===== config.mk =====
export PLATFORM = sky130hd
export DESIGN_NAME = one_wire_bus_master_core
export DESIGN_NICKNAME = d
export VERILOG_FILES = /design/src/rtl/owm_pkg.sv /design/src/rtl/one_wire_bus_master_core.sv /design/src/rtl/owm_cfg_regs.sv /design/src/rtl/owm_step.sv
export VERILOG_INCLUDE_DIRS = /design/src /design/src/rtl
export SDC_FILE = /design/constraint.sdc
export NUM_CORES = 1
export LEC_CHECK = 0
export ABC_AREA = 1
export BUFFER_PORTS_ARGS = -buffer_cell sky130_fd_sc_hd__buf_4
export CAP_MARGIN = 10
export CELL_PAD_IN_SITES_DETAIL_PLACEMENT = 1
export CELL_PAD_IN_SITES_GLOBAL_PLACEMENT = 1
export CORE_MARGIN = 4
export CORE_UTILIZATION = 45
export CTS_BUF_LIST = sky130_fd_sc_hd__clkbuf_16
export DETAILED_ROUTE_END_ITERATION = 10
export PLACE_DENSITY = 0.91
export SLEW_MARGIN = 20
export SYNTH_ARGS = -nofsm -noshare
export SYNTH_HDL_FRONTEND = slang
export SYNTH_SLANG_ARGS = --single-unit

===== constraint.sdc =====
create_clock -name i_clk -period 4.67 [get_ports i_clk]
set_input_delay 1.1675 -clock i_clk [delete_from_list [all_inputs] [get_ports i_clk]]
set_output_delay 1.1675 -clock i_clk [all_outputs]
set_load 0.01 [all_outputs]

===== src/rtl/assert_macros.svh =====
// Assertion macros shared by the one-wire master RTL.
// Each macro takes a label, an antecedent, a consequent and a message.
`ifndef ASSERT_MACROS_SVH
`define ASSERT_MACROS_SVH

// Same-cycle implication, checked on every rising clock edge out of reset
`define OWM_ASSERT_NOW(label, ante, cons, msg) \
    label: assert property (@(posedge i_clk) disable iff (!i_rst_n) (ante) |-> (cons)) \
        else $error(msg);

// Next-cycle implication, checked on every rising clock edge out of reset
`define OWM_ASSERT_NEXT(label, ante, cons, msg) \
    label: assert property (@(posedge i_clk) disable iff (!i_rst_n) (ante) |=> (cons)) \
        else $error(msg);

`endif


===== src/rtl/owm_pkg.sv =====
// Types, codes and reset values for the one-wire bus master.
// No dependencies; used by every module of the block.
package owm_pkg;

    // request type codes carried with each tick
    localparam logic [1:0] REQ_TICK  = 2'd0;
    localparam logic [1:0] REQ_RESET = 2'd1;
    localparam logic [1:0] REQ_WRITE = 2'd2;
    localparam logic [1:0] REQ_READ  = 2'd3;

    // configuration register indexes
    localparam logic [2:0] CFG_RESET_LOW     = 3'd0;
    localparam logic [2:0] CFG_RESET_RELEASE = 3'd1;
    localparam logic [2:0] CFG_POLL_PERIOD   = 3'd2;
    localparam logic [2:0] CFG_POLL_LIMIT    = 3'd3;
    localparam logic [2:0] CFG_SLOT_TIME     = 3'd4;
    localparam logic [2:0] CFG_SHORT_PULSE   = 3'd5;
    localparam logic [2:0] CFG_SAMPLE_DELAY  = 3'd6;

    localparam int CFG_IDX_W  = 3;
    localparam int CFG_DATA_W = 12;

    // register reset values
    localparam logic [11:0] RST_RESET_LOW     = 12'd500;
    localparam logic [11:0] RST_RESET_RELEASE = 12'd20;
    localparam logic [11:0] RST_POLL_PERIOD   = 12'd10;
    localparam logic [7:0]  RST_POLL_LIMIT    = 8'd25;
    localparam logic [11:0] RST_SLOT_TIME     = 12'd60;
    localparam logic [7:0]  RST_SHORT_PULSE   = 8'h01;
    localparam logic [7:0]  RST_SAMPLE_DELAY  = 8'h01;

    typedef enum logic [3:0] {
        PH_IDLE      = 4'd0,
        PH_RST_LOW   = 4'd1,
        PH_RST_REL   = 4'd2,
        PH_PRES_LOW  = 4'd3,
        PH_PRES_HIGH = 4'd4,
        PH_W_LOW     = 4'd5,
        PH_W_HIGH    = 4'd6,
        PH_R_LOW     = 4'd7,
        PH_R_WAIT    = 4'd8,
        PH_R_REST    = 4'd9
    } t_owm_phase;

    typedef struct packed {
        logic [1:0] req_type;
        logic [7:0] write_data;
        logic       line_level;
    } t_owm_in;

    typedef struct packed {
        logic       drive_low;
        logic       busy_res;
        logic       done_res;
        logic       status;
        logic [7:0] read_data;
    } t_owm_res;

    typedef struct packed {
        logic [11:0] reset_low_time;
        logic [11:0] reset_release_time;
        logic [11:0] presence_poll_period;
        logic [7:0]  presence_poll_limit;
        logic [11:0] slot_time;
        logic [7:0]  short_pulse_time;
        logic [7:0]  sample_delay;
    } t_owm_cfg;

    typedef struct packed {
        t_owm_phase  phase;
        logic [11:0] tick_timer;
        logic [7:0]  poll_count;
        logic [2:0]  bit_index;
        logic [7:0]  shift_reg;
        logic [7:0]  last_read;
        logic        last_status;
    } t_owm_state;

endpackage


===== src/rtl/one_wire_bus_master_core.sv =====
// Top level of the one-wire bus master: input register, tick logic, result register.
// Depends on owm_pkg, owm_cfg_regs, owm_step and assert_macros.svh.
//
//  channel | direction | payload     | handshake
//  --------+-----------+-------------+------------------------------
//  in      | to block  | t_owm_in    | i_in_valid / o_in_stall
//  out     | from block| t_owm_res   | o_out_valid / i_out_stall
//  cfg     | to block  | 12-bit data | i_cfg_we, index i_cfg_idx
//
// One tick per cycle while the result side does not stall: a request passes
// through the input register, then leaves from the result register.
// The bus state advances only when a request moves into the result register.
// A stall on the result side holds both stages; the input stage still takes
// a request while its slot is empty. Synchronous reset clears state and valids.
`include "assert_macros.svh"

module one_wire_bus_master_core
    import owm_pkg::*;
(
    input  logic                  i_clk,
    input  logic                  i_rst_n,
    input  logic                  i_in_valid,
    output logic                  o_in_stall,
    input  t_owm_in               i_in_req,
    output logic                  o_out_valid,
    input  logic                  i_out_stall,
    output t_owm_res              o_out_res,
    input  logic                  i_cfg_we,
    input  logic [CFG_IDX_W-1:0]  i_cfg_idx,
    input  logic [CFG_DATA_W-1:0] i_cfg_data
);

    t_owm_cfg   cfg;
    t_owm_state r_state;
    t_owm_state n_state;
    t_owm_res   n_res;
    t_owm_res   r_out;
    t_owm_in    r_in;
    logic       r_in_valid;
    logic       r_out_valid;
    logic       advance;
    logic       in_load;

    owm_cfg_regs u_cfg (
        .i_clk      (i_clk),
        .i_rst_n    (i_rst_n),
        .i_cfg_we   (i_cfg_we),
        .i_cfg_idx  (i_cfg_idx),
        .i_cfg_data (i_cfg_data),
        .o_cfg      (cfg)
    );

    owm_step u_step (
        .i_state (r_state),
        .i_item  (r_in),
        .i_cfg   (cfg),
        .o_state (n_state),
        .o_res   (n_res)
    );

    // move a request on when the result slot is free or being taken
    assign advance    = !r_out_valid || !i_out_stall;
    assign in_load    = !r_in_valid || advance;
    assign o_in_stall = !in_load;

    // input register
    always_ff @(posedge i_clk) begin
        if (!i_rst_n) begin
            r_in_valid <= 1'b0;
        end else if (in_load) begin
            r_in_valid <= i_in_valid;
        end
    end

    always_ff @(posedge i_clk) begin
        if (in_load && i_in_valid) begin
            r_in <= i_in_req;
        end
    end

    // bus state and result register, updated together
    always_ff @(posedge i_clk) begin
        if (!i_rst_n) begin
            r_state.phase       <= PH_IDLE;
            r_state.tick_timer  <= 12'd0;
            r_state.poll_count  <= 8'd0;
            r_state.bit_index   <= 3'd0;
            r_state.shift_reg   <= 8'd0;
            r_state.last_read   <= 8'd0;
            r_state.last_status <= 1'b0;
            r_out_valid         <= 1'b0;
        end else if (advance) begin
            r_out_valid <= r_in_valid;
            if (r_in_valid) begin
                r_state <= n_state;
            end
        end
    end

    always_ff @(posedge i_clk) begin
        if (advance && r_in_valid) begin
            r_out <= n_res;
        end
    end

    assign o_out_valid = r_out_valid;
    assign o_out_res   = r_out;

    // checks on the block's own logic
    `OWM_ASSERT_NOW(a_done_not_busy, r_out_valid && r_out.done_res, !r_out.busy_res, "done with busy")
    `OWM_ASSERT_NOW(a_drive_busy, r_out_valid && r_out.drive_low, r_out.busy_res, "drive while idle")
    `OWM_ASSERT_NOW(a_idle_match, r_out_valid && !r_out.busy_res, r_state.phase == PH_IDLE, "phase mismatch")
    `OWM_ASSERT_NEXT(a_in_hold, r_in_valid && !advance, r_in_valid && $stable(r_in), "request lost")

endmodule


===== src/rtl/owm_cfg_regs.sv =====
// Configuration register file of the one-wire bus master.
// Depends on owm_pkg for register indexes, reset values and the cfg struct.
module owm_cfg_regs
    import owm_pkg::*;
(
    input  logic                  i_clk,
    input  logic                  i_rst_n,
    input  logic                  i_cfg_we,
    input  logic [CFG_IDX_W-1:0]  i_cfg_idx,
    input  logic [CFG_DATA_W-1:0] i_cfg_data,
    output t_owm_cfg              o_cfg
);

    t_owm_cfg r_cfg;

    // write one register per request, drop bits above its width
    always_ff @(posedge i_clk) begin
        if (!i_rst_n) begin
            r_cfg.reset_low_time       <= RST_RESET_LOW;
            r_cfg.reset_release_time   <= RST_RESET_RELEASE;
            r_cfg.presence_poll_period <= RST_POLL_PERIOD;
            r_cfg.presence_poll_limit  <= RST_POLL_LIMIT;
            r_cfg.slot_time            <= RST_SLOT_TIME;
            r_cfg.short_pulse_time     <= RST_SHORT_PULSE;
            r_cfg.sample_delay         <= RST_SAMPLE_DELAY;
        end else if (i_cfg_we) begin
            case (i_cfg_idx)
                CFG_RESET_LOW:     r_cfg.reset_low_time       <= i_cfg_data;
                CFG_RESET_RELEASE: r_cfg.reset_release_time   <= i_cfg_data;
                CFG_POLL_PERIOD:   r_cfg.presence_poll_period <= i_cfg_data;
                CFG_POLL_LIMIT:    r_cfg.presence_poll_limit  <= i_cfg_data[7:0];
                CFG_SLOT_TIME:     r_cfg.slot_time            <= i_cfg_data;
                CFG_SHORT_PULSE:   r_cfg.short_pulse_time     <= i_cfg_data[7:0];
                CFG_SAMPLE_DELAY:  r_cfg.sample_delay         <= i_cfg_data[7:0];
                default: begin
                end
            endcase
        end
    end

    assign o_cfg = r_cfg;

endmodule


===== src/rtl/owm_step.sv =====
// Next-state and result logic for one bus tick of the one-wire master.
// Purely combinational; depends on owm_pkg for phase, state and payload types.
module owm_step
    import owm_pkg::*;
(
    input  t_owm_state i_state,
    input  t_owm_in    i_item,
    input  t_owm_cfg   i_cfg,
    output t_owm_state o_state,
    output t_owm_res   o_res
);

    always_comb begin
        t_owm_state  n_st;
        logic        drive;
        logic        done;
        logic        expired;
        logic        want;
        logic [11:0] dec;
        logic [11:0] short_len;

        n_st      = i_state;
        drive     = 1'b0;
        done      = 1'b0;
        short_len = {4'd0, i_cfg.short_pulse_time};

        // start a command on an idle bus; the arrival tick is its first tick
        if (i_state.phase == PH_IDLE && i_item.req_type != REQ_TICK) begin
            n_st.bit_index = 3'd0;
            case (i_item.req_type)
                REQ_RESET: begin
                    n_st.phase      = PH_RST_LOW;
                    n_st.tick_timer = i_cfg.reset_low_time;
                end
                REQ_WRITE: begin
                    n_st.shift_reg  = i_item.write_data;
                    n_st.phase      = PH_W_LOW;
                    n_st.tick_timer = i_item.write_data[0] ? short_len : i_cfg.slot_time;
                end
                REQ_READ: begin
                    n_st.shift_reg  = 8'd0;
                    n_st.phase      = PH_R_LOW;
                    n_st.tick_timer = short_len;
                end
                default: begin
                end
            endcase
        end

        // a timed phase ends when its timer is down to one or zero
        expired = (n_st.tick_timer <= 12'd1);
        dec     = n_st.tick_timer - 12'd1;
        want    = (n_st.phase == PH_PRES_HIGH);

        case (n_st.phase)
            PH_IDLE: begin
            end
            PH_RST_LOW: begin
                drive = 1'b1;
                if (!expired) begin
                    n_st.tick_timer = dec;
                end else begin
                    n_st.phase      = PH_RST_REL;
                    n_st.tick_timer = i_cfg.reset_release_time;
                end
            end
            PH_RST_REL: begin
                if (!expired) begin
                    n_st.tick_timer = dec;
                end else begin
                    n_st.phase      = PH_PRES_LOW;
                    n_st.tick_timer = 12'd0;
                    n_st.poll_count = 8'd0;
                end
            end
            PH_PRES_LOW, PH_PRES_HIGH: begin
                // wait out the poll period, then sample the line
                if (n_st.tick_timer != 12'd0) begin
                    n_st.tick_timer = dec;
                end else if (i_item.line_level == want) begin
                    if (n_st.phase == PH_PRES_LOW) begin
                        n_st.phase      = PH_PRES_HIGH;
                        n_st.poll_count = 8'd0;
                        n_st.tick_timer = 12'd0;
                    end else begin
                        n_st.last_status = 1'b0;
                        n_st.phase       = PH_IDLE;
                        done             = 1'b1;
                    end
                end else if (n_st.poll_count >= i_cfg.presence_poll_limit) begin
                    n_st.last_status = 1'b1;
                    n_st.phase       = PH_IDLE;
                    done             = 1'b1;
                end else begin
                    n_st.poll_count = n_st.poll_count + 8'd1;
                    n_st.tick_timer = (i_cfg.presence_poll_period != 12'd0) ?
                                      i_cfg.presence_poll_period - 12'd1 : 12'd0;
                end
            end
            PH_W_LOW: begin
                drive = 1'b1;
                if (!expired) begin
                    n_st.tick_timer = dec;
                end else begin
                    n_st.phase      = PH_W_HIGH;
                    n_st.tick_timer = n_st.shift_reg[0] ? i_cfg.slot_time : short_len;
                end
            end
            PH_W_HIGH: begin
                if (!expired) begin
                    n_st.tick_timer = dec;
                end else begin
                    n_st.shift_reg = {1'b0, n_st.shift_reg[7:1]};
                    if (n_st.bit_index == 3'd7) begin
                        n_st.phase = PH_IDLE;
                        done       = 1'b1;
                    end else begin
                        n_st.bit_index  = n_st.bit_index + 3'd1;
                        n_st.phase      = PH_W_LOW;
                        n_st.tick_timer = n_st.shift_reg[0] ? short_len : i_cfg.slot_time;
                    end
                end
            end
            PH_R_LOW: begin
                drive = 1'b1;
                if (!expired) begin
                    n_st.tick_timer = dec;
                end else begin
                    n_st.phase      = PH_R_WAIT;
                    n_st.tick_timer = {4'd0, i_cfg.sample_delay};
                end
            end
            PH_R_WAIT: begin
                // sample on the last released tick, shift in from the top
                if (!expired) begin
                    n_st.tick_timer = dec;
                end else begin
                    n_st.shift_reg  = {i_item.line_level, n_st.shift_reg[7:1]};
                    n_st.phase      = PH_R_REST;
                    n_st.tick_timer = i_cfg.slot_time;
                end
            end
            PH_R_REST: begin
                if (!expired) begin
                    n_st.tick_timer = dec;
                end else if (n_st.bit_index == 3'd7) begin
                    n_st.last_read = n_st.shift_reg;
                    n_st.phase     = PH_IDLE;
                    done           = 1'b1;
                end else begin
                    n_st.bit_index  = n_st.bit_index + 3'd1;
                    n_st.phase      = PH_R_LOW;
                    n_st.tick_timer = short_len;
                end
            end
            default: begin
                n_st.phase = PH_IDLE;
            end
        endcase

        o_state           = n_st;
        o_res.drive_low   = drive;
        o_res.busy_res    = (n_st.phase != PH_IDLE);
        o_res.done_res    = done;
        o_res.status      = n_st.last_status;
        o_res.read_data   = n_st.last_read;
    end

endmodule

Word level (Yosys, flattened, before mapping)
Index checks and enable logic that the tools add are counted.
- add/subtract/negate cells: 4
- magnitude comparators: 2
- equality and inequality tests: 24
- muxes and demuxes: 60
- reduce and logical (&&, ||, !) cells: 29
- operators with widths (cell ; number):
    $mux 12 ; 14
    $pmux 12 s8 ; 1
    $mux 8 ; 6
    $pmux 16 s3 ; 1
    $pmux 8 s2 ; 3
    $mux 20 ; 2
    $mux 4 ; 9
    $pmux 4 s9 ; 1
    $mux 24 ; 1
    $reduce_bool 12->1 ; 2
    $sub 12x1->12 const B ; 2
    $mux 11 ; 2
    $eq 4x3->1 const B ; 4
    $mux 16 ; 1
    $reduce_and 2->1 ; 8
    $mux 3 ; 5
    $eq 3x3->1 const B ; 4
    $le 12x1->1 const B ; 1
    $mux 1 ; 12
    $add 8x1->8 const B ; 1
    $eq 4x2->1 const B ; 2
    $eq 4x4->1 const B ; 2
    $ge 8x8->1 ; 1
    $logic_not 4->1 ; 2
    22 further kinds ; 32
- bits in registers: 141
- input bits: 31
- output and inout port bits: 14
- logic and storage cells: 143

Depth between registers and ports, before layout
Gate-level depths: netlist (run 1).
- word-level depth: 9
- gate-level depth with buffers: 23

Cells and area by module
Synthesis (run 1) repeated with hierarchy kept, for this count alone.
- cell total of the unflattened synthesis: 1733
- area total of the unflattened synthesis: 10318.6 µm²
- modules (own cells, without submodules) (module ; instances ; cells each ; area an instance (µm²)):
    owm_step ; 1 ; 1008 ; 4769.6
    owm_cfg_regs ; 1 ; 401 ; 2820.2
    one_wire_bus_master_core ; 1 ; 324 ; 2728.9

Worst setup path before layout (run 1)
Ideal clock, no wire load.
- path kind: register to register
- from: reg r_in[9] in the netlist's numbering
- to: reg r_out, in the netlist o_out_res[10], data pin
- setup time: 0.262 ns
- data arrival time: 2.619 ns
- data required time: 4.408 ns
- setup slack: 1.789 ns
- stages on the path, launching flop included: 20
- buffers on the path: 3
- path through: edfxtp_1 buf_4 inv_4 nand2_2 inv_2 nor2_4 buf_6 or2_2 nand2_1 ha_1 nor2_1 nor2_4 nand3_4 buf_2 nand2_2 inv_1 o21ai_1 nand4_1 a21oi_1 nand3_1
- RTL lines (element ; line ; RTL):
    from (decl) ; one_wire_bus_master_core.sv:38 ; t_owm_in r_in;
    from (signal assigned) ; one_wire_bus_master_core.sv:77 ; r_in <= i_in_req;
    to (signal assigned) ; one_wire_bus_master_core.sv:102 ; r_out <= n_res;
    to (decl) ; one_wire_bus_master_core.sv:37 ; t_owm_res r_out;

==> run metrics, run 1 <==
Fillers about 2600; clk buf depth 2; number of global-route vias before repair roughly 9200; Max Cap Violations 0; crit path buf inv count 2; initial antenna violation count 1; clk slew on worst S/H paths 0.06 ns; I/O pin cnt 45; ys flop type dfxtp_1; global-route wire length before repair 50100 um; share of the synthesized area in the top cell type 27.8%; count of cell types in the netlist 48; hold crit path type flop to flop; Tmin final 4.08 ns; syn avg cell area approximately 6.5 um^2; Post-CTS Setup Bufs 0; Critical Path Sink Type flop; total grt overflow 0; TritonRoute pass-1 iters 7; TritonCTS clock tree done; Pleak 0.00442 uW; Hold Violations, Final 0; largest area contributor in the netlist dfxtp_1; largest net degree at the start of global routing 81; Crit path required time 4.85 ns; CTS resizes 0; crit-path most repeated cell nand2_1; post-synthesis sequential area ratio 35.9%; fmax ~250 MHz; critical path's largest stage delay about 0.56 ns; final worst path period share 87.4%; Sum Neg Setup Slack 0 ns; CTS H-tree depth 4; most frequent cells in the layout nand2_1 (302), inv_1 (188), nor2_1 (152); Yosys reg bits about 140; crit path cell chain inv_4, nand2_2, nand3_2, a31oi_1, nand2_1, nand2_1, ha_1, nor2_1, nor2_4, nand3_4, nor2_4, inv_1, nand2_1, nand2_1, o21ai_0, nand2_1, a21oi_1, nand3_1; Total Wirelength 31000 um; largest cells by area after synthesis dfxtp_1 (28%), nand2_1 (13%), o21ai_0 (8.5%); Vias/cell approximately 5.7; ys async rst share 0%; status finished clean; WL per Instance 19.5 um; hpwl dp about 23000 um; DIE HEIGHT 145 um; Rel. slew slack 39.0%; unrepaired setup endpoints after global routing no; core area 0.0186 mm^2; Final nets 1384; clk_lat worst skew 0.44 ns; leading cell type in the layout, fill and taps excluded nand2_1; Pwr Density between 300 and 400 mW/mm^2; Num CTS Buffers 17; Final Wtd Congestion 0.978; Routed Antenna Nets 0; port bufs 44; Final Core Density just over 50%; Antenna Cells 0; VDD IR-drop max roughly 0.28 mV; Synth Cell Area 0.00850 mm^2; Critical-path top delay cell edfxtp_1; post-synthesis net count ~1400; Root Driver clkbuf_16; clk_skew 0.0164 ns; share of layout cells above drive strength 1 9.40%; Arr. time, crit path 4.26 ns; clock sink count between 100 and 150; Area growth, synth to finish 12.0%; FP Rows 50; Crit path max-delay family simple AND/OR/NAND/NOR gates; EDFF count, synth 23; DIE AREA ~0.021 mm^2; Starting Density 45.6%; drt drc 0; CP Max Fanout 36; Die W 145 um; fin. max-slew vios 0; Crit Path Category flop to flop; Total Routing Usage GR 29.4%; Yosys Warn Count 0; vias roughly 9100; crit start category flop; Syn Inst Count between 1000 and 1500; Tightest Pin Transition 0.908 ns; Post-CTS Hold Fix Bufs 0; Initial DRC Count between 700 and 800; final setup vio count 0
kinds of logic (layout without fill, tap and decap cells):
kind of cell / count (synthesis) / in the layout / synth area share, %
adders and majority gates: 15 / 15 / 2.21
AOI/OAI and AO/OA: 322 / 322 / 20.3
and+or+nand+nor: 583 / 583 / 29.1
DFF: 141 / 141 / 35.9
buffers and inverters: 241 / 279 / 11.3
xor gates and xnor gates: 11 / 11 / 1.13
worst reg2reg max path, cell delays in order (launching register included):
cell	delay, ns
edfxtp_1	0.56
inv_4	0.07
nand2_2	0.10
nand3_2	0.37
a31oi_1	0.30
nand2_1	0.11
nand2_1	0.26
ha_1	0.28
nor2_1	0.10
nor2_4	0.24
nand3_4	0.40
nor2_4	0.31
inv_1	0.11
nand2_1	0.12
nand2_1	0.06
o21ai_0	0.09
nand2_1	0.11
a21oi_1	0.14
nand3_1	0.10
state kept, by name, indices dropped and copies added, names as in the netlist:
register and count:
o_out_res 12, u_cfg.o_cfg 72, r_state 44, o_out_valid 1, r_in_valid 1, r_in 11
worst paths after layout:
path	from	end	slack [ns]	cells past startpoint
setup reg to reg	r_in[9]$_DFFE_PP_	o_out_res[10]$_DFFE_PP_	0.59	18
setup / recovery	r_in[9]$_DFFE_PP_	o_out_res[10]$_DFFE_PP_	0.59	18
hold / removal	u_cfg.o_cfg[69]$_SDFFE_PN0P_	u_cfg.o_cfg[69]$_SDFFE_PN0P_	0.46	2
hold reg to reg	u_cfg.o_cfg[69]$_SDFFE_PN0P_	u_cfg.o_cfg[69]$_SDFFE_PN0P_	0.46	2
synth_stat cells, drive strengths merged (9+ instances only):
master  instances
nand2         317
nor2          163
a21oi         104
o211ai         19
nand4          17
edfxtp         23
o22ai          11
nor3           16
o21ai         169
ha             15
buf            16
inv           193
dfxtp         118
xor2            9
clkbuf         29
nand3          57
area by class of cell:
type,instances,area (um^2),share of cell area [%]
multi-input combinational,931,4500,47.2
sequential,141,3050,32.1
inverter,196,748,7.86
clock buffer,19,475,4.99
timing repair buffer,51,383,4.02
tap,234,293,3.07
clock inverter,13,73.8,0.775
report_power, final:
| part | internal, uW | switching, uW | leakage [uW] | total (uW) |
|---|---|---|---|---|
| combinational | 286 | 698 | 0.00296 | 984 |
| clock | 731 | 550 | 0.000276 | 1280 |
| sequential | 1300 | 40.2 | 0.00118 | 1340 |
| total | 2320 | 1290 | 0.00442 | 3600 |
through the flow:
step / hold slack, ns / power [uW] / setup WS, ns / cell area, um^2 / cells
5_1_grt: 0.486 / 3780 / 0.312 / 9520 / 1585
3_5_place_dp: 0.449 / 2310 / 0.695 / 8970 / 1553
3_3_place_gp: 0.444 / 2280 / 0.869 / 8970 / 1553
6_report: 0.460 / 3600 / 0.589 / 9520 / 1585
4_1_cts: 0.458 / 3590 / 0.626 / 9520 / 1585
2_1_floorplan: 0.424 / 2030 / 1.79 / 8500 / 1313
per-layer routing:
layer	up-vias	wire [um]	GRT usage, %
met3	65	2010	6.76
met5	-	13	0
met2	305	14400	48.0
met4	2	966	11.3
met1	4367	13600	38.0
li1	4319	-	-
(Power assumes the default switching activity.)
==> run 2: changes to the inputs <==
--- a/config.mk
+++ b/config.mk
@@ -6,7 +6,6 @@
 export SDC_FILE = /design/constraint.sdc
 export NUM_CORES = 1
 export LEC_CHECK = 0
-export ABC_AREA = 1
 export BUFFER_PORTS_ARGS = -buffer_cell sky130_fd_sc_hd__buf_4
 export CAP_MARGIN = 10
 export CELL_PAD_IN_SITES_DETAIL_PLACEMENT = 1
@@ -14,8 +13,9 @@
 export CORE_MARGIN = 4
 export CORE_UTILIZATION = 45
 export CTS_BUF_LIST = sky130_fd_sc_hd__clkbuf_16
+export CTS_CLUSTER_SIZE = 30
 export DETAILED_ROUTE_END_ITERATION = 10
-export PLACE_DENSITY = 0.91
+export PLACE_DENSITY = 0.88
 export SLEW_MARGIN = 20
 export SYNTH_ARGS = -nofsm -noshare
 export SYNTH_HDL_FRONTEND = slang
==> run metrics, run 2 <==
number of global-route vias before repair 8616 (was 9239); Root Driver clkbuf_16 (unchanged); global-route wire length before repair 48100 um (was 50100 um); Final nets 1120 (was 1384); Final Wtd Congestion 0.956 (was 0.978); Rel. slew slack 33.6% (was 39.0%); Sum Neg Setup Slack 0 ns (unchanged); Power Total 3650 uW (was 3600 uW); DIE HEIGHT 143 um (was 145 um); final worst path period share 87.0% (was 87.4%); post-synthesis net count 1097 (was 1359); vias 8581 (was 9058); Pleak 0.00350 uW (was 0.00442 uW); clk_skew 0.00942 ns (was 0.0164 ns); Hold Violations, Final 0 (unchanged); Yosys reg bits 141 (unchanged); met1 usage 39.7% (was 38.0%); total grt overflow 0 (unchanged); largest cells by area after synthesis dfxtp_1 (29%), nand2_1 (11%), edfxtp_1 (8.5%) (was dfxtp_1 (28%), nand2_1 (13%), o21ai_0 (8.5%)); Total Routing Usage GR 30.2% (was 29.4%); Critical Path Sink Type flop (unchanged); Syn Inst Count 1051 (was 1313); Antenna Cells 0 (unchanged); TritonCTS clock tree done (unchanged); final setup vio count 0 (unchanged); clock sink count 141 (unchanged); post-synthesis sequential area ratio 37.4% (was 35.9%); WHS 0.456 ns (was 0.460 ns); Post-CTS Hold Fix Bufs 0 (unchanged); clk_lat worst skew 0.44 ns (about the same); Synth Cell Area 0.00817 mm^2 (was 0.00850 mm^2); Starting Density 45.6% (about the same); grt peak-use layer met2 (unchanged); CTS H-tree depth 4 (unchanged); final worst slack 0.606 ns (was 0.589 ns); EDFF count, synth 23 (unchanged); largest net degree at the start of global routing 47 (was 81); most frequent cell after synthesis nand2_1 (unchanged); TritonRoute pass-1 iters 8 (was 7); CP Max Fanout 25 (was 36); I/O pin cnt 45 (unchanged); syn avg cell area 7.78 um^2 (was 6.48 um^2); ys flop type dfxtp_1 (unchanged); share of layout cells above drive strength 1 12.0% (was 9.40%); Yosys Warn Count 0 (unchanged); Routed Antenna Nets 0 (unchanged); fin. max-slew vios 0 (unchanged); initial antenna violation count 1 (unchanged); Tightest Pin Transition 0.993 ns (was 0.908 ns); unrepaired setup endpoints after global routing no (unchanged); top post-synthesis cells by count nand2_1 (242), a21oi_1 (123), dfxtp_1 (118) (was nand2_1 (302), inv_1 (185), nor2_1 (153)); Die W 143 um (was 145 um); crit start category flop (unchanged); drt drc 0 (unchanged); Crit Path Category flop to flop (unchanged); hpwl dp 21200 um (was 22800 um); WL per Instance 23.3 um (was 19.5 um); Vias/cell 6.52 (was 5.71); count of cell types in the netlist 79 (was 48); Initial DRC Count 872 (was 742); Max Cap Violations 0 (unchanged); crit path cell chain nor2b_1, buf_4, a211oi_1, o2bb2ai_1, ha_1, or2_2, nand2_1, o21ai_0, o41ai_1, nor3_1, nand4_1 (was inv_4, nand2_2, nand3_2, a31oi_1, nand2_1, nand2_1, ha_1, nor2_1, nor2_4, nand3_4, nor2_4, inv_1, nand2_1, nand2_1, o21ai_0, nand2_1, a21oi_1, nand3_1); Crit path required time 4.84 ns (was 4.85 ns); CTS resizes 0 (unchanged); FP Rows 49 (was 50); Pwr Density 389 mW/mm^2 (was 378 mW/mm^2); met3 Use GR 4.72% (was 6.76%); most frequent cells in the layout nand2_1 (242), a21oi_1 (123), dfxtp_1 (118) (was nand2_1 (302), inv_1 (188), nor2_1 (152)); Area growth, synth to finish 14.6% (was 12.0%); core area 0.0179 mm^2 (was 0.0186 mm^2); ys async rst share 0% (unchanged); VDD IR-drop max 0.309 mV (was 0.281 mV); critical path's largest stage delay 0.88 ns (was 0.56 ns); fmax 246 MHz (was 245 MHz); clk buf depth 2 (unchanged); clk slew on worst S/H paths 0.06 ns (about the same); DIE AREA 0.0204 mm^2 (was 0.0212 mm^2); Arr. time, crit path 4.23 ns (was 4.26 ns); max FFs per register 72 (unchanged); status finished clean (unchanged); Post-CTS Setup Bufs 0 (unchanged); Tmin final 4.06 ns (was 4.08 ns); port bufs 44 (unchanged); pre-CTS WS 0.851 ns (was 0.695 ns); Critical-path top delay cell edfxtp_1 (unchanged); leading cell type in the layout, fill and taps excluded nand2_1 (unchanged); largest area contributor in the netlist dfxtp_1 (unchanged); hold crit path type flop to flop (unchanged); met2 GRT Util 48.9% (was 48.0%); Num CTS Buffers 17 (unchanged); share of the synthesized area in the top cell type 28.9% (was 27.8%); Total Wirelength 30700 um (was 31000 um)
run 2: cell types whose count changed in the layout (fill, tap and decap cells not counted), sizes merged, moves of 12 or more:
cell	change
a22oi	+12
o21ai	-103
a211oi	+17
nand2	-74
nand3	-13
mux2i	+17
inv	-170
nor2	-105
xnor2	+12
a21oi	+20
buf	+16
run 2: path summary, 6_finish.rpt:
kind,start,to,slack [ns],cells after the start
setup reg to reg,r_in[10]$_DFFE_PP_,o_out_res[10]$_DFFE_PP_,0.61,11
hold reg to reg,r_state[8]$_SDFFE_PN0P_,r_state[8]$_SDFFE_PN0P_,0.46,2
hold / removal,r_state[8]$_SDFFE_PN0P_,r_state[8]$_SDFFE_PN0P_,0.46,2
setup / recovery,r_in[10]$_DFFE_PP_,o_out_res[10]$_DFFE_PP_,0.61,11
run 2: cells by family (layout without fill, tap and decap cells):
kind of cell               Yosys count  count (layout)  synth area share, %
muxes                               20              20                 2.50
DFF                                141             141                 37.4
adders and majority gates           15              15                 2.30
buffers and inverters               85             121                 4.24
and+or+nand+nor                    440             440                 25.0
xor gates and xnor gates            25              25                 2.68
AOI/OAI and AO/OA                  325             325                 25.9
run 2: metal layers:
| layer | wire, um | part of all wire, % |
|---|---|---|
| met1 | 12800 | 42 |
| met2 | 14400 | 47 |
| met3 | 2210 | 7.2 |
| met4 | 1330 | 4.3 |
| met5 | 11 | 0.036 |
run 2: critical path: cells and delay by family, from the launching register on:
kind | cells | cell delay [ns]
AND/OR/NAND/NOR | 5 | 1.25
AO/OA/AOI/OAI | 4 | 0.98
adder cells (fa/ha/maj) | 1 | 0.39
buffers and inverters | 1 | 0.26
flip-flops | 1 | 0.88
run 2: cell type report:
| cell class | count | area [um^2] |
|---|---|---|
| fillers | 2225 | 8540 |
| clock buffers | 19 | 475 |
| well taps | 229 | 287 |
| flip-flops and latches | 141 | 3050 |
| inverters | 22 | 82.6 |
| clock inverters | 13 | 184 |
| repair buffers | 67 | 503 |
| multi-input cells | 825 | 4780 |
run 2: per-stage QoR:
| step | instances | utilization, % | cell area, um^2 |
|---|---|---|---|
| final | 1316 | 52.3 | 9370 |
| after global routing | 1316 | 52.3 | 9370 |
| after CTS | 1316 | 52.3 | 9360 |
| after detailed placement | 1284 | 48.6 | 8700 |
| after global placement | 1284 | 48.6 | 8700 |
| after floorplan | 1051 | - | 8170 |
run 2: report_power, final:
group	internal [uW]	switching, uW	total, uW
Clock	959	580	1540
Sequential	1280	63.9	1350
Combinational	260	500	761
==> run 3: changes to the inputs <==
==> constraint.sdc (replaced) <==
create_clock -name i_clk -period 4.5 [get_ports i_clk]
set_input_delay 1.125 -clock i_clk [delete_from_list [all_inputs] [get_ports i_clk]]
set_output_delay 1.125 -clock i_clk [all_outputs]
set_load 0.01 [all_outputs]
==> run metrics, run 3 (same netlist as run 2, synthesis figures left out) <==
Routed Antenna Nets 0 (unchanged); TritonRoute pass-1 iters 7 (was 8); Rel. slew slack 20.6% (was 33.6%); worst r2r src r_state[42]$_SDFFE_PN0P_ (was r_in[10]$_DFFE_PP_); Critical-path top delay cell dfxtp_1 (was edfxtp_1); hold crit path type flop to flop (unchanged); Final nets 1119 (was 1120); Internal Pwr Total 2420 uW (was 2500 uW); final worst path period share 90.7% (was 87.0%); Post-CTS Setup Bufs 0 (unchanged); worst-case reg-to-reg path depth 10 (was 11); Crit path required time 4.78 ns (was 4.84 ns); Pwr Density 389 mW/mm^2 (about the same); Post-CTS Hold Fix Bufs 0 (unchanged); global-route wire length before repair 46400 um (was 48100 um); VDD IR-drop max 0.275 mV (was 0.309 mV); total grt overflow 0 (unchanged); Root Driver clkbuf_16 (unchanged); drt drc 0 (unchanged); I/O pin cnt 45 (unchanged); clk_skew 0.0104 ns (was 0.00942 ns); Hold Path Depth 2 (unchanged); Crit Path Category flop to flop (unchanged); Max Cap Violations 0 (unchanged); largest net degree at the start of global routing 38 (was 47); TritonCTS clock tree done (unchanged); CTS H-tree depth 4 (unchanged); critical path's largest stage delay 0.82 ns (was 0.88 ns); Logic pwr share 21.8% (was 20.9%); clk buf depth 2 (unchanged); Initial DRC Count 631 (was 872); Antenna Cells 0 (unchanged); Critical Path Sink Type flop (unchanged); Hold Path End u_cfg.o_cfg[29]$_SDFFE_PN0P_ (was r_state[8]$_SDFFE_PN0P_); R2R Setup Slk 0.42 ns (was 0.61 ns); Area growth, synth to finish 13.6% (was 14.6%); port bufs 44 (unchanged); Num CTS Buffers 17 (unchanged); fmax 245 MHz (was 246 MHz); Final Wtd Congestion 0.935 (was 0.956); Crit path max-delay family compound AO/OA/AOI/OAI gates (was simple AND/OR/NAND/NOR gates); vias 8314 (was 8581); CP Max Fanout 21 (was 25); unrepaired setup endpoints after global routing no (unchanged); Sum Neg Setup Slack 0 ns (unchanged); Clk network pwr share 39.9% (was 42.2%); Pleak 0.00346 uW (was 0.00350 uW); crit path buf inv count 0 (was 1); switching fraction of total power 32.8% (was 31.4%); DIE AREA 0.0204 mm^2 (unchanged); part of the power in registers 38.3% (was 36.9%); crit path cell chain or4_4, nor2_8, o2bb2ai_1, ha_1, or2_2, a211oi_4, o31ai_2, o21ai_2, a2111oi_2, a211oi_1 (was nor2b_1, buf_4, a211oi_1, o2bb2ai_1, ha_1, or2_2, nand2_1, o21ai_0, o41ai_1, nor3_1, nand4_1); max FFs per register 72 (unchanged); Hold Violations, Final 0 (unchanged); status finished clean (unchanged); net switching power 1180 uW (was 1140 uW); Vias/cell 6.32 (was 6.52); number of global-route vias before repair 8257 (was 8616); clk_lat worst skew 0.43 ns (was 0.44 ns); clock sink count 141 (unchanged); WL per Instance 22.1 um (was 23.3 um); Tightest Pin Transition 1.19 ns (was 0.993 ns); clk slew on worst S/H paths 0.06 ns (about the same); Final Core Density 51.8% (was 52.3%); share of layout cells above drive strength 1 11.8% (was 12.0%); leading cell type in the layout, fill and taps excluded nand2_1 (unchanged); DIE HEIGHT 143 um (unchanged); Tmin final 4.08 ns (was 4.06 ns); Die W 143 um (unchanged); Total Wirelength 29100 um (was 30700 um); Arr. time, crit path 4.37 ns (was 4.23 ns); crit start category flop (unchanged); hpwl dp 20500 um (was 21200 um); Fillers 2212 (was 2225); CTS resizes 0 (unchanged); Starting Density 45.6% (unchanged); most frequent cells in the layout nand2_1 (242), a21oi_1 (123), dfxtp_1 (118) (unchanged); Total Routing Usage GR 29.1% (was 30.2%); min-delay src u_cfg.o_cfg[29]$_SDFFE_PN0P_ (was r_state[8]$_SDFFE_PN0P_); initial antenna violation count 0 (was 1); core area 0.0179 mm^2 (unchanged); fin. max-slew vios 0 (unchanged); FP Rows 49 (unchanged); final setup vio count 0 (unchanged); RR Endpoint r_state[28]$_SDFFE_PN0P_ (was o_out_res[10]$_DFFE_PP_)
## run 3: cell count changes in the layout (fill, tap and decap cells not counted), sizes merged
| cell | before | now |
|---|---|---|
| bufinv | 4 | 2 |
| clkbuf | 19 | 17 |
| inv | 27 | 29 |
| buf | 67 | 66 |
| clkinv | 3 | 4 |
| clkinvlp | 1 | 2 |
## run 3: worst reg2reg max path: stages, from the launching register on
cell	delay, ns
dfxtp_1	0.82
or4_4	0.32
nor2_8	0.09
o2bb2ai_1	0.55
ha_1	0.37
or2_2	0.20
a211oi_4	0.09
o31ai_2	0.75
o21ai_2	0.27
a2111oi_2	0.41
a211oi_1	0.07
## run 3: metrics by stage
| step | cell area [um^2] | hold WS [ns] | setup slack (ns) | total power (uW) | std cells |
|---|---|---|---|---|---|
| after floorplan | 8170 | 0.432 | 1.31 | 1910 | 1051 |
| after global placement | 8700 | 0.438 | 0.829 | 2140 | 1283 |
| after detailed placement | 8700 | 0.449 | 0.627 | 2160 | 1283 |
| after CTS | 9280 | 0.457 | 0.550 | 3590 | 1315 |
| after global routing | 9280 | 0.477 | 0.168 | 3730 | 1315 |
| final | 9280 | 0.457 | 0.420 | 3610 | 1315 |
## run 3: area by class of cell
class | instances | area (um^2) | share of cell area [%]
inverter | 22 | 82.6 | 0.890
timing repair buffer | 66 | 495 | 5.34
multi-input combinational | 825 | 4780 | 51.5
clock buffer | 17 | 425 | 4.58
tap | 229 | 287 | 3.09
clock inverter | 15 | 160 | 1.73
sequential | 141 | 3050 | 32.9
## run 3: power groups by stage
stage	Combinational [uW]	Clock, uW	Sequential, uW
2_1_floorplan	521	0	1390
3_3_place_gp	738	0	1410
3_5_place_dp	753	0	1410
4_1_cts	767	1450	1380
5_1_grt	848	1490	1390
6_report	787	1440	1380
## run 3: routing by layer
layer  part of all wire, %  global-route usage, %
met5                     0                      0
met4                   3.6                   11.9
met3                   7.2                   5.59
met2                    46                   46.7
met1                    43                   38.6
## run 3: how the worst max path moves through the flow
| stage | from | to | cells after the start |
|---|---|---|---|
| CTS | r_state[42]$_SDFFE_PN0P_ | r_state[28]$_SDFFE_PN0P_ | 10 |
| floorplan | r_in[9]$_DFFE_PP_ | r_state[28]$_SDFFE_PN0P_ | 11 |
| global route | r_state[42]$_SDFFE_PN0P_ | r_state[30]$_SDFFE_PN0P_ | 10 |
| finish | r_state[42]$_SDFFE_PN0P_ | r_state[28]$_SDFFE_PN0P_ | 10 |
| detailed placement | r_state[42]$_SDFFE_PN0P_ | r_state[28]$_SDFFE_PN0P_ | 10 |
| global placement | r_state[42]$_SDFFE_PN0P_ | r_state[28]$_SDFFE_PN0P_ | 10 |
